<file path="config.mk">
export PLATFORM = sky130hd
export DESIGN_NAME = fcb_div_pipe
export DESIGN_NICKNAME = d
export VERILOG_FILES = /design/src/sv/assert_macros.svh /design/src/sv/fcb_div_pipe.sv
export SDC_FILE = /design/constraint.sdc
export NUM_CORES = 2
export LEC_CHECK = 0
export ABC_AREA = 1
export BUFFER_PORTS_ARGS = -buffer_cell sky130_fd_sc_hd__buf_2
export CAP_MARGIN = 20
export CELL_PAD_IN_SITES_DETAIL_PLACEMENT = 2
export CELL_PAD_IN_SITES_GLOBAL_PLACEMENT = 2
export CORE_MARGIN = 4
export CORE_UTILIZATION = 48
export DETAILED_ROUTE_END_ITERATION = 10
export PLACE_DENSITY_LB_ADDON = 0.1
export SYNTH_ARGS = -nofsm -noshare
export SYNTH_HDL_FRONTEND = slang
export SYNTH_SLANG_ARGS = --single-unit
</file>
<file path="constraint.sdc">
create_clock -name aclk -period 7.1 [get_ports aclk]
set_input_delay 1.42 -clock aclk [delete_from_list [all_inputs] [get_ports aclk]]
set_output_delay 1.42 -clock aclk [all_outputs]
set_load 0.1 [all_outputs]
</file>
<file path="src/sv/assert_macros.svh">
// Assertion macros used by the blend core top level.
`ifndef ASSERT_MACROS_SVH
`define ASSERT_MACROS_SVH
// Check a property on every rising aclk edge while out of reset.
`define ASSERT_CLK(label, prop, msg) \
    label: assert property (@(posedge aclk) disable iff (!aresetn) (prop)) else $error(msg);
// Check an implication on every rising aclk edge while out of reset.
`define ASSERT_IMPL(label, pre, post, msg) \
    label: assert property (@(posedge aclk) disable iff (!aresetn) (pre) |-> (post)) \
        else $error(msg);
`endif

</file>
<file path="src/sv/fcb_div_pipe.sv">
// Pipelined restoring divider, one quotient bit per stage.
module fcb_div_pipe #(
    parameter int DIV_BITS  = 16,
    parameter int Q_BITS    = 16,
    parameter int SIDE_BITS = 97
) (
    input  logic                 aclk,
    input  logic                 aresetn,
    input  logic                 en,
    input  logic                 in_valid,
    input  logic [DIV_BITS-1:0]  in_rem,
    input  logic [Q_BITS-1:0]    in_low,
    input  logic [DIV_BITS-1:0]  divisor,
    input  logic [SIDE_BITS-1:0] in_side,
    output logic                 out_valid,
    output logic [Q_BITS-1:0]    out_quot,
    output logic [SIDE_BITS-1:0] out_side
);
    logic [DIV_BITS-1:0]  rem_reg  [Q_BITS];
    logic [Q_BITS-1:0]    low_reg  [Q_BITS];
    logic [Q_BITS-1:0]    q_reg    [Q_BITS];
    logic [SIDE_BITS-1:0] side_reg [Q_BITS];
    logic                 vld_reg  [Q_BITS];
    logic [DIV_BITS-1:0]  rem_next [Q_BITS];
    logic [Q_BITS-1:0]    low_next [Q_BITS];
    logic [Q_BITS-1:0]    q_next   [Q_BITS];

    always_comb begin
        logic [DIV_BITS-1:0] p_rem;
        logic [Q_BITS-1:0]   p_low;
        logic [Q_BITS-1:0]   p_q;
        logic [DIV_BITS:0]   rem2;
        for (int k = 0; k < Q_BITS; k++) begin
            p_rem = (k == 0) ? in_rem : rem_reg[(k == 0) ? 0 : k-1];
            p_low = (k == 0) ? in_low : low_reg[(k == 0) ? 0 : k-1];
            p_q   = (k == 0) ? '0 : q_reg[(k == 0) ? 0 : k-1];
            rem2  = {p_rem, p_low[Q_BITS-1]};
            if (rem2 >= {1'b0, divisor}) begin
                rem_next[k] = DIV_BITS'(rem2 - {1'b0, divisor});
                q_next[k]   = {p_q[Q_BITS-2:0], 1'b1};
            end else begin
                rem_next[k] = DIV_BITS'(rem2);
                q_next[k]   = {p_q[Q_BITS-2:0], 1'b0};
            end
            low_next[k] = {p_low[Q_BITS-2:0], 1'b0};
        end
    end

    always_ff @(posedge aclk) begin
        if (en) begin
            for (int k = 0; k < Q_BITS; k++) begin
                rem_reg[k]  <= rem_next[k];
                low_reg[k]  <= low_next[k];
                q_reg[k]    <= q_next[k];
                side_reg[k] <= (k == 0) ? in_side : side_reg[(k == 0) ? 0 : k-1];
            end
        end
    end

    always_ff @(posedge aclk) begin
        if (!aresetn) begin
            for (int k = 0; k < Q_BITS; k++) vld_reg[k] <= 1'b0;
        end else if (en) begin
            for (int k = 0; k < Q_BITS; k++)
                vld_reg[k] <= (k == 0) ? in_valid : vld_reg[(k == 0) ? 0 : k-1];
        end
    end

    assign out_valid = vld_reg[Q_BITS-1];
    assign out_quot  = q_reg[Q_BITS-1];
    assign out_side  = side_reg[Q_BITS-1];
endmodule

</file>
==> results of run 1 <==
## cells in the mapped netlist (12+ instances only)
cell type	instances
edfxtp_1	2063
nand2_1	1857
inv_1	754
nand3_1	366
ha_1	256
nor2_1	193
a21oi_1	140
buf_4	106
xor2_1	73
nand4_1	66
nor3_1	43
nand3b_1	41
nand2_2	26
buf_6	19
xnor2_1	19
buf_2	17
fa_1	15
nand3_2	14
o21ai_0	14
and2_1	12
nor2_4	12
or2_2	12
## through the flow
stage / worst slack, ns / hold WS (ns) / area [um^2] / instances
floorplan: 3.85 / 0.400 / 82600 / 6188
global placement: 2.51 / 0.400 / 86000 / 8632
## cells by family after synthesis
kind of cell | count (synthesis)
fa+ha+maj | 271
simple gates | 2671
flops | 2064
compound gates | 178
xor+xnor | 92
buf+inv | 912
==> results.toml, run 1 <==
[logic_synthesis]
ys_types = 42
synth_xor_area_frac = 0.00975
synth-adder-area-share = 0.0424
ys_seq_elements = 2064
synth_top_area_frac = 0.750
synth_top_family_by_area = "simple AND/OR/NAND/NOR gates"
synth_edf_count = 2063
synth_nets = 6608
avgSynthCellArea_um2 = 13.4
netlist_instances = 6188
yosysSeqAreaShare = 0.750
synth-simple-area-share = 0.137
synthMuxAreaShare = 0
synth_compound_area_frac = 0.0115
async_flop_share = 0
synthFlopType = "edfxtp_1"
synth-warning-count = 0
syn_area_um2 = 82600
synth.area.top_cells = "edfxtp_1, nand2_1, ha_1"
yosys.area.top_type = "edfxtp_1"

[floorplan]
io_pins = 263
die_w_um = 423
start_util = 0.485
rows = 151
die_h_um = 423

[outcome]
firstError = "[ERROR DPL-0033] detailed placement checks failed during check placement."
stop_stage = "3_5_place_dp"
status = "stopped before the end"

[place]
gp_congestion = 0.828
numPortBuffers = 262
dp_hpwl_mm = 249
==> run 2: changes to the inputs <==
CELL_PAD_IN_SITES_DETAIL_PLACEMENT = default   (was 2)
CELL_PAD_IN_SITES_GLOBAL_PLACEMENT = default   (was 2)
CORE_UTILIZATION = 40   (was 48)
PLACE_DENSITY_LB_ADDON = 0.15   (was 0.1)
==> run 2 against run 1 <==
The flow now finishes without violations. Synthesized cell count stayed put. Area after synthesis stayed put.
==> results.toml, run 2 <==
[routing]
post-route-drc-count = 0
dr.first_iter.drc_count = 3370
num_vias = 43885
ant_nets = 0
wire_per_inst_um = 16.9
viasPerCell = 4.65
first_pass_iters = 6
routed_wl_mm = 159

[global_route]
grt_usage = 0.146
grt_pass1_wl_mm = 246
grt_pass1_vias = 42643
antenna_found_initial = 12
grt_max_degree = 177
grt_overflow = 0

[sta]
setup_viol = 0
fin_crit_sh = 0.543
skew_ns = 0.0793
slew_viol_final = 0
rsz0062_at_grt = "no"
fin_crit_ns = 3.85
fin_tns_setup_ns = 0
tightestPinTransition_ns = 1.03
maxSlewHeadroom = 0.313
hold_viol = 0
timing.fmax_mhz = 260

[logic_synthesis]
ys_types = 42
synthFlopType = "edfxtp_1"
synth_common_cells = "edfxtp_1, nand2_1, inv_1"
yosysSeqAreaShare = 0.750
synth-warning-count = 0
synth_top_area_frac = 0.750
synth.area.top_cells = "edfxtp_1, nand2_1, ha_1"
synth_edf_count = 2063
netlist_instances = 6188
synth_most_common_cell = "edfxtp_1"
syn_area_um2 = 82600
ys_seq_elements = 2064
avgSynthCellArea_um2 = 13.4
yosys.area.top_type = "edfxtp_1"
synth_nets = 6608
async_flop_share = 0

[power_and_ir_drop]
combPwrFrac = 0.236
p_leak_uw = 0.0384
switching_power_uw = 11000
p_int_uw = 24100
ir_worst_vdd_uv = 244
swShare = 0.314
clkPwrFrac = 0.309
seqPwrFrac = 0.454
cellPowerDensity_nw_per_um2 = 375

[floorplan]
io_pins = 263
die_w_um = 462
die_h_um = 462
design.die.area_um2 = 214000
start_util = 0.403
core_area_um2 = 205000
rows = 166

[clock_network]
htreeDepth = 4
tritoncts = "done"
ctsResizeCount = 0
hold_buffers = 0
clk_latency_ns = 0.85
cts_buffers = 215
clockBufferDepth = 3
cts.sinks = 2064
cts_setup_buffers = 0
cts_root_buffer = "clkbuf_16"
clk_pin_slew_ns = 0.06

[final_layout]
fin_area_um2 = 93600
largest_reg_flops = 1552
final_cell_mix = "edfxtp_1, nand2_1, inv_1, nand3_1, buf_2"
layout_commonest_cell = "edfxtp_1"
area_delta_synth_final_pct = 13.3
drive_gt1_frac = 0.107
nNetsFinal = 6987

[critical_path]
arrival_ns = 4.50
required_ns = 7.74
critical_path.most_common_cell = "nand2_1"
cp-end-kind = "flop"
path_class = "in -> reg"
path_cells = "buf_2 -> inv_2 -> buf_4 -> ha_1 -> nand2_1 -> inv_1 -> nand2_1 -> nand2_1 -> inv_1 -> nand3_1 -> nand2_1 -> nand2_2 -> inv_1 -> nand2_1 -> nand2_1"
crit_path_max_fanout = 20
max_stage_delay_ns = 0.60
worstSetupStartpointType = "primary input"
slowest_stage = "inv_2"

[place]
place_area_um2 = 86600
gp_congestion = 0.861
numPortBuffers = 262
dp_hpwl_mm = 104

[worst_hold_path]
worstHoldPathType = "reg -> reg"

[job]
maxCapViolations = 0

[outcome]
status = "completed"
run 2: logic make-up after synthesis:
logic type	share of synthesized area
buffers and inverters	0.0491
and+or+nand+nor	0.137
xor gates and xnor gates	0.00975
DFF	0.750
AOI/OAI and AO/OA	0.0115
adders and majority gates	0.0424
run 2: power groups by stage:
stage	sequential, uW	clock, uW	combinational [uW]
floorplan	15800	0	6250
finish	15900	10900	8290
CTS	16000	11300	8290
global placement	16200	0	8210
detailed placement	16200	0	8240
global route	16100	11800	9500
run 2: worst paths after layout:
| path | start | depth (start not counted) | slack (ns) | to |
|---|---|---|---|---|
| hold reg to reg | q_reg[1][96] | 0 | 0.36 | q_reg[1][113] |
| hold / removal | q_reg[1][96] | 0 | 0.36 | q_reg[1][113] |
| setup reg to reg | rem_reg[0][88] | 10 | 4.13 | rem_reg[0][100] |
| setup / recovery | divisor[7] | 15 | 3.25 | rem_reg[1][15] |
run 2: area by class of cell:
class                           instances  area, um^2
Antenna cell                            1        2.50
Clock buffer                          254        5530
Clock inverter                        141        1420
Fill cell                           18384      111000
Inverter                              762        2860
Multi-Input combinational cell       3212       16600
Sequential cell                      2064       62000
Tap cell                             2688        3360
Timing Repair Buffer                  312        1860
run 2: critical path: cells and delay by family:
family / cells / cell delay, ns
buf+inv: 6 / 1.71
simple gates: 8 / 1.03
fa+ha+maj: 1 / 0.30
run 2: per-layer routing:
layer,GRT usage,vias to the layer above,wire (um),share of wire
met3,0.0279,291,6910,0.043
met1,0.211,20841,76600,0.48
met2,0.225,812,71000,0.45
met5,0,-,12,0.000075
li1,-,21939,-,-
met4,0.0481,2,4940,0.031
run 2: through the flow:
stage               power (uW)  std cells  hold slack, ns  worst slack [ns]   util
global placement         24400       9038           0.400              2.41  0.423
floorplan                22100       6188           0.400              3.85      -
global route             37400       9434           0.352              3.07  0.457
CTS                      35600       9433           0.351              3.32  0.457
finish                   35100       9434           0.357              3.25  0.457
detailed placement       24400       9038           0.405              2.43  0.423
No activity file was read; power rests on OpenSTA's default activity.
