===== config.mk =====
export PLATFORM = sky130hd
export DESIGN_NAME = fcb_isqrt_pipe
export DESIGN_NICKNAME = d
export VERILOG_FILES = /design/src/sv/assert_macros.svh /design/src/sv/fcb_pkg.sv /design/src/sv/fcb_isqrt_pipe.sv
export SDC_FILE = /design/constraint.sdc
export NUM_CORES = 2
export LEC_CHECK = 0
export BUFFER_PORTS_ARGS = -buffer_cell sky130_fd_sc_hd__buf_2
export CAP_MARGIN = 20
export CELL_PAD_IN_SITES_DETAIL_PLACEMENT = 1
export CELL_PAD_IN_SITES_GLOBAL_PLACEMENT = 1
export CORE_AREA = 2 2 536 538
export CTS_CLUSTER_SIZE = 12
export DETAILED_ROUTE_END_ITERATION = 10
export DIE_AREA = 0 0 538 540
export PLACE_DENSITY_LB_ADDON = 0.2
export SLEW_MARGIN = 15
export SYNTH_ARGS = -nofsm -noshare
export SYNTH_HDL_FRONTEND = slang
export SYNTH_MEMORY_MAX_BITS = 65536
export SYNTH_SLANG_ARGS = --single-unit

===== constraint.sdc =====
create_clock -name aclk -period 4.1 [get_ports aclk]
set_input_delay 0.41 -clock aclk [delete_from_list [all_inputs] [get_ports aclk]]
set_output_delay 0.41 -clock aclk [all_outputs]
set_load 0.03 [all_outputs]

===== src/sv/assert_macros.svh =====
// Assertion macros used by the blend core top level.
`ifndef ASSERT_MACROS_SVH
`define ASSERT_MACROS_SVH
// Check a property on every rising aclk edge while out of reset.
`define ASSERT_CLK(label, prop, msg) \
    label: assert property (@(posedge aclk) disable iff (!aresetn) (prop)) else $error(msg);
// Check an implication on every rising aclk edge while out of reset.
`define ASSERT_IMPL(label, pre, post, msg) \
    label: assert property (@(posedge aclk) disable iff (!aresetn) (pre) |-> (post)) \
        else $error(msg);
`endif


===== src/sv/fcb_pkg.sv =====
// Shared constants and types of the feathered clone-spot blend core.
package fcb_pkg;
    localparam int CHANNEL_BITS_DEF = 16;
    localparam int COORD_BITS_DEF   = 16;
    localparam int CFG_INDEX_BITS   = 3;
    localparam int CFG_DATA_BITS    = 32;
    localparam int RADIUS_BITS      = 16;
    localparam int WEIGHT_BITS      = 17;
    localparam int SQRT_IN_BITS     = 48;
    localparam int SQRT_OUT_BITS    = 24;
    localparam logic [WEIGHT_BITS-1:0] ONE_Q16 = 17'h10000;

    typedef enum logic [CFG_INDEX_BITS-1:0] {
        REG_CENTRE_X        = 3'd0,
        REG_CENTRE_Y        = 3'd1,
        REG_SPOT_RADIUS     = 3'd2,
        REG_FEATHER_WIDTH   = 3'd3,
        REG_SOURCE_OFFSET_X = 3'd4,
        REG_SOURCE_OFFSET_Y = 3'd5
    } cfg_reg_t;
endpackage


===== src/sv/fcb_isqrt_pipe.sv =====
// Pipelined integer square root, one result bit per stage.
module fcb_isqrt_pipe #(
    parameter int SIDE_BITS = 97
) (
    input  logic                               aclk,
    input  logic                               aresetn,
    input  logic                               en,
    input  logic                               in_valid,
    input  logic [fcb_pkg::SQRT_IN_BITS-1:0]   in_rad,
    input  logic [SIDE_BITS-1:0]               in_side,
    output logic                               out_valid,
    output logic [fcb_pkg::SQRT_OUT_BITS-1:0]  out_root,
    output logic [SIDE_BITS-1:0]               out_side
);
    localparam int RB   = fcb_pkg::SQRT_IN_BITS;
    localparam int QB   = fcb_pkg::SQRT_OUT_BITS;
    localparam int REMB = QB + 3;

    logic [QB-1:0]        root_reg [QB];
    logic [REMB-1:0]      rem_reg  [QB];
    logic [RB-1:0]        rad_reg  [QB];
    logic [SIDE_BITS-1:0] side_reg [QB];
    logic                 vld_reg  [QB];
    logic [QB-1:0]        root_next [QB];
    logic [REMB-1:0]      rem_next  [QB];
    logic [RB-1:0]        rad_next  [QB];

    always_comb begin
        logic [QB-1:0]   p_root;
        logic [REMB-1:0] p_rem;
        logic [RB-1:0]   p_rad;
        logic [REMB-1:0] rem2;
        logic [REMB-1:0] trial;
        for (int k = 0; k < QB; k++) begin
            p_root = (k == 0) ? '0 : root_reg[(k == 0) ? 0 : k-1];
            p_rem  = (k == 0) ? '0 : rem_reg[(k == 0) ? 0 : k-1];
            p_rad  = (k == 0) ? in_rad : rad_reg[(k == 0) ? 0 : k-1];
            rem2   = {p_rem[REMB-3:0], p_rad[RB-1:RB-2]};
            trial  = {1'b0, p_root, 2'b01};
            if (rem2 >= trial) begin
                rem_next[k]  = rem2 - trial;
                root_next[k] = {p_root[QB-2:0], 1'b1};
            end else begin
                rem_next[k]  = rem2;
                root_next[k] = {p_root[QB-2:0], 1'b0};
            end
            rad_next[k] = {p_rad[RB-3:0], 2'b00};
        end
    end

    always_ff @(posedge aclk) begin
        if (en) begin
            for (int k = 0; k < QB; k++) begin
                root_reg[k] <= root_next[k];
                rem_reg[k]  <= rem_next[k];
                rad_reg[k]  <= rad_next[k];
                side_reg[k] <= (k == 0) ? in_side : side_reg[(k == 0) ? 0 : k-1];
            end
        end
    end

    always_ff @(posedge aclk) begin
        if (!aresetn) begin
            for (int k = 0; k < QB; k++) vld_reg[k] <= 1'b0;
        end else if (en) begin
            for (int k = 0; k < QB; k++)
                vld_reg[k] <= (k == 0) ? in_valid : vld_reg[(k == 0) ? 0 : k-1];
        end
    end

    assign out_valid = vld_reg[QB-1];
    assign out_root  = root_reg[QB-1];
    assign out_side  = side_reg[QB-1];
endmodule


==> Word level (Yosys, flattened, before mapping) <==
Memories as Yosys holds them, arrays and structs flattened.
Index checks and enable logic that the tools add are counted.
{ "word_totals": {"memories": 5, "output_inout_bits": 122, "word_cells": 154, "in_bits": 149, "ff_bits": 0, "ramBits": 4680} }
{ "classes": {"bitwise": 24, "n_mux": 77, "n_lt_le_gt_ge": 24, "n_addsub": 24} }
{ "memory_table": {"columns": ["name", "words", "word_bits", "read_ports", "rd_clocked_by_memory_dff", "write_ports", "line", "text"], "rows": [
  ["side_reg", 24, 97, 24, 0, 24, "fcb_isqrt_pipe.sv:22", "logic [SIDE_BITS-1:0] side_reg [QB];"],
  ["rad_reg", 24, 46, 23, 0, 24, "fcb_isqrt_pipe.sv:21", "logic [RB-1:0] rad_reg [QB];"],
  ["rem_reg", 24, 27, 23, 0, 24, "fcb_isqrt_pipe.sv:20", "logic [REMB-1:0] rem_reg [QB];"],
  ["root_reg", 24, 24, 24, 0, 24, "fcb_isqrt_pipe.sv:19", "logic [QB-1:0] root_reg [QB];"],
  ["vld_reg", 24, 1, 24, 0, 24, "fcb_isqrt_pipe.sv:23", "logic vld_reg [QB];"]
]} }
{ "op_table": {"columns": ["op", "count"], "rows": [
  ["$mux W27", 24],
  ["$ge A27 B26 Y1", 23],
  ["$sub A27 B26 Y27", 23],
  ["$mux W1", 53],
  ["$or A1 B1 Y1", 24],
  ["$sub A2 B1 Y3 const B", 1],
  ["$ge A2 B1 Y1 const B", 1]
]} }

==> Longest topological paths before layout <==
{ "depth": {"depth_word": 4, "mapped_depth": 13, "mapped_depth_nobuf": 12} }

==> Worst setup path after synthesis <==
No wires, ideal clock.
{ "synth_path": {"path_kind": "register to register", "from": "mem rem_reg[0][86] in the netlist's numbering", "to": "mem rem_reg[0][128] in the netlist's numbering (data pin)", "path_stages_with_launch": 12, "arrival_time_ns": 2.885, "setup_slack_ns": 0.950, "path_buffers": 2, "t_required_ns": 3.834, "cell_sequence": "edfxtp_1 or4_4 or4_4 or3_4 or4_1 buf_2 nor2_4 inv_2 nand3_2 buf_6 nor3_1 xor2_1"} }
{ "synth_lines": {"columns": ["element", "line"], "rows": [
  ["start, declared", "fcb_isqrt_pipe.sv:20"]
]} }

==> results.md <==
- The largest clock skew in the final design is 0.0845 ns.
- The share of flip-flops with an asynchronous set or reset after synthesis is 0.
- The worst hold path begins at en.
- The final weighted congestion in routability-driven placement is 0.882.
- The area used by sequential logic in the layout is roughly 110000 sq um.
- The most numerous cell in the Yosys netlist is edfxtp_1.
- Summed over all instances, the cell type with the most area after synthesis is edfxtp_1.
- The cell sitting at the root of the clock tree is a clkbuf_16.
- By area the synthesized netlist is led by edfxtp_1 83%, ha_1 3.0%, xnor2_1 1.5%.
- Among all flip-flop cells after synthesis, the most frequent one is edfxtp_1.
- Traced cell by cell, the critical path runs through inv_1 > ha_1 > o21a_1 > nor4_1 > o41ai_1 > a311oi_1 > o21ai_1 > a21oi_2 > buf_4 > a31oi_1 > a21o_1.
- The later pin in the worst-skew pair is clocked with a latency of 0.91 ns.
- The H-tree was split into 5 levels.
- The count of flip-flops with a built-in enable after synthesis is ~3700.
- The initial utilization of the core area, before any placement, comes to 0.479.
- The path class of the tightest hold or removal check is primary input to register.
- The clock drives 3746 sinks.
- For this design the static power due to leakage is 0.0559 uW.
- After detailed routing, the average wire length per cell comes to 17.7 um.
- The startpoint of the worst setup timing path is root_reg[2][120]$_DFFE_PP_.
- Dividing total power by cell area gives a power density of approximately 560 nW/um^2.
- Before antenna repair, the detailed router went through 5 iterations.
- The cell area after layout is 156000 sq um.
- STA classifies the critical path startpoint as a register.
- The worst reg2reg path startpoint is root_reg[2][120]$_DFFE_PP_.
- The count of buffers from port buffering is 270.
- The clock period could shrink to 3.83 ns.
- The violation count after the first detailed-routing iteration is ~3200.
- The flow ran to the end, and the final reports show no timing, DRC or antenna violations.
- The count of placed standard cells in the final layout, fillers left out is 12187.
- Along the worst path, the maximum fanout reaches 19.
- The core footprint is 284000 sq um.
- The final hold violation count was 0.
- The largest single stage delay on the critical path is 0.79 ns.
- The global-route wire length before repair is approximately 350 mm.
- After synthesis, the netlist uses 84 different library cells.
- Summing all multi-input logic gate instances after layout gives 21200 sq um.
- The number of nets in the synthesized netlist is 7899.
- The mean instance size in the synthesized netlist is between 15 and 20 sq um.
- The final count of negative-setup-slack endpoints is 0.
- Fill cells in the final layout number 25483.
- For the worst setup path, the data required time is 4.73 ns.
- Relative to the synthesized area, the layout overhead comes to 14.4%.
- The die span in y is 540 um.
- The worst voltage drop across the vdd grid is just under 0.4 mV.
- Summed over all layers, the routed wires come to 216 mm.
- The worst register-to-register path has a depth of 11.
- The share of synthesized area occupied by flip-flops and latches is 0.826.
- The floorplan step set the die width to 538 um.
- The number of global-route vias before repair came to 65798.
- Across all register-to-register paths, the minimum setup slack is between 0.2 and 0.3 ns.
- The half-perimeter wire length after detailed placement is 139 mm.
- The number of vias per cell after detailed routing is 5.07.
- Dividing the final minimum period by the clock period gives 0.934.
- TritonCTS created 386 clock buffers.
- The Yosys step of the flow raised 0 warnings.
- Along the worst hold path, the cell count comes to 1.
- TritonCTS built the clock tree.
- In the final layout, the share of cells above drive strength 1 is 0.117.
- The cell with the largest stage delay on the worst path is a21oi_2.
- The register with the most flip-flops in the layout has 2328 of them.
- The final max-slew violation count is 0.
- The area fraction of the dominant cell type after synthesis is 0.826.
- The die covers 291000 sq um.
- The slew of the pin with the lowest slew margin is 1.11 ns.
- The post-route setup TNS is 0 ns.
- The final layout contains 8663 nets.
- 271 I/O pins were placed.
- The cell count after synthesis came out at roughly 7400.
- The worst endpoint data arrival time is 4.46 ns.
- The summed instance area of the synthesized netlist is 136000 sq um.
- The category of the worst setup path capture point is a register.
- The number of antenna violations at the first check in global routing is 6.
- The tool flagged a number of max-cap violations equal to 0.
- The number of logic stages on the critical path including buffering is 11.
- The buffering stage count on the worst path with inverters included is 2.
- The floorplan has 196 rows.
- The count of nets left with antenna violations once routing finished came out at 0.
- The total power of the final layout is 87200 uW.
- The critical path is of the register to register type.
- The path with the worst hold slack has its endpoint at side_reg[1][389]$_DFFE_PP_.
- The worst register-to-register path ends at rem_reg[2][183]$_DFFE_PP_.
- The cell family contributing the most delay on the critical path is compound AO/OA/AOI/OAI gates.
- Setup repair after global routing left no endpoint under its margin.
- The DRC violations left is 0.
- The aggregate global routing overflow is 0.
- The buffer depth of the longest clock path is 4.
- After detailed placement, the total cell area comes to 143000 sq um.
- Clock-pin slew was measured on the worst setup and hold paths at approximately 0.06 ns.
- The pin count of the biggest net entering global routing is 152.
- The worst slew slack as a fraction of its limit is 0.243.
- The combined global-route utilization of all metal layers is 0.147.
- Based on the critical path, the design can be clocked at up to 261 MHz.
- The flop and latch count out of synthesis is 3746.
- Ranked by instance count, the synthesized netlist is headed by 3745 x edfxtp_1, 407 x inv_1, 359 x nand2_1, 325 x ha_1, 289 x o21ai_0.
- The number of placed instances, taps included, is 11415.
- For this run, the share of the core covered by cells in the final layout is 0.548.
- The total vias in the final route is 61759.
## how the worst max path moves through the flow
stage | slack [ns] | end
after floorplan | 0.95 | rem_reg[0][128]$_DFFE_PP_
after global placement | 0.17 | rem_reg[0][209]$_DFFE_PP_
after detailed placement | 0.08 | rem_reg[0][209]$_DFFE_PP_
after CTS | 0.03 | rem_reg[0][207]$_DFFE_PP_
after global routing | 0.04 | rem_reg[2][178]$_DFFE_PP_
final | 0.27 | rem_reg[2][183]$_DFFE_PP_
## placed cells by master (no fill, tap or decap), types with 127 or more instances in the layout
| cell type | count |
|---|---|
| edfxtp_1 | 3745 |
| inv_1 | 407 |
| clkbuf_16 | 388 |
| nand2_1 | 359 |
| ha_1 | 325 |
| o21ai_0 | 288 |
| nor2_1 | 279 |
| buf_2 | 269 |
| a21oi_1 | 245 |
| xnor2_1 | 229 |
| xor2_1 | 195 |
| dlygate4sd3_1 | 148 |
| nor3_1 | 127 |
## cell type report
type | count | area share
Antenna cell | 2 | 0.0000321
Clock buffer | 490 | 0.0650
Clock inverter | 132 | 0.00907
Inverter | 410 | 0.00988
Multi-Input combinational cell | 3093 | 0.136
Sequential cell | 3746 | 0.722
Tap cell | 3762 | 0.0302
Timing Repair Buffer | 552 | 0.0278
## worst register-to-register path: cells and delay by family (launching register included)
family          cells  cell delay, ns
compound gates      7            2.23
fa+ha+maj           1            0.35
buf+inv             2            0.32
flops               1            0.35
simple gates        1            0.31
## cells by family after synthesis
| kind of cell | after synthesis | share of synthesized area |
|---|---|---|
| multiplexers | 62 | 0.00503 |
| AO/OA/AOI/OAI | 977 | 0.0449 |
| flip-flops | 3746 | 0.826 |
| other | 1 | 0.0000275 |
| AND/OR/NAND/NOR | 1304 | 0.0479 |
| adder cells (fa/ha/maj) | 325 | 0.0299 |
| buffers and inverters | 586 | 0.0190 |
| XOR/XNOR | 424 | 0.0273 |
## layer usage
| layer | wire, um | vias to the layer above | global-route usage |
|---|---|---|---|
| met5 | 0 | - | 0 |
| met4 | 6780 | 0 | 0.0515 |
| met3 | 7620 | 444 | 0.0258 |
| met2 | 110000 | 889 | 0.261 |
| met1 | 91600 | 30654 | 0.180 |
| li1 | - | 29772 | - |
## report_power, final
group,leakage [uW],switching (uW),internal [uW]
clock,0.00558,13700,18400
sequential,0.0364,1330,45900
combinational,0.0139,4680,3170
total,0.0559,19700,67500
## what timing repair did
| action | 4_1_cts | 5_1_grt |
|---|---|---|
| hold buffers | 148 | 0 |
| setup buffers | 0 | 0 |
| endpoints found under the setup margin | 0 | 13 |
| resized for setup | 0 | 2 |
| hold endpoints to repair | 150 | 0 |
## per-stage QoR
stage | worst slack, ns | hold slack (ns)
after floorplan | 0.950 | 0.400
after global placement | 0.174 | 0.400
after detailed placement | 0.0770 | 0.405
after CTS | 0.0323 | 0.00367
after global routing | 0.0407 | 0.0310
final | 0.270 | 0.0652
(Power assumes the default switching activity.)
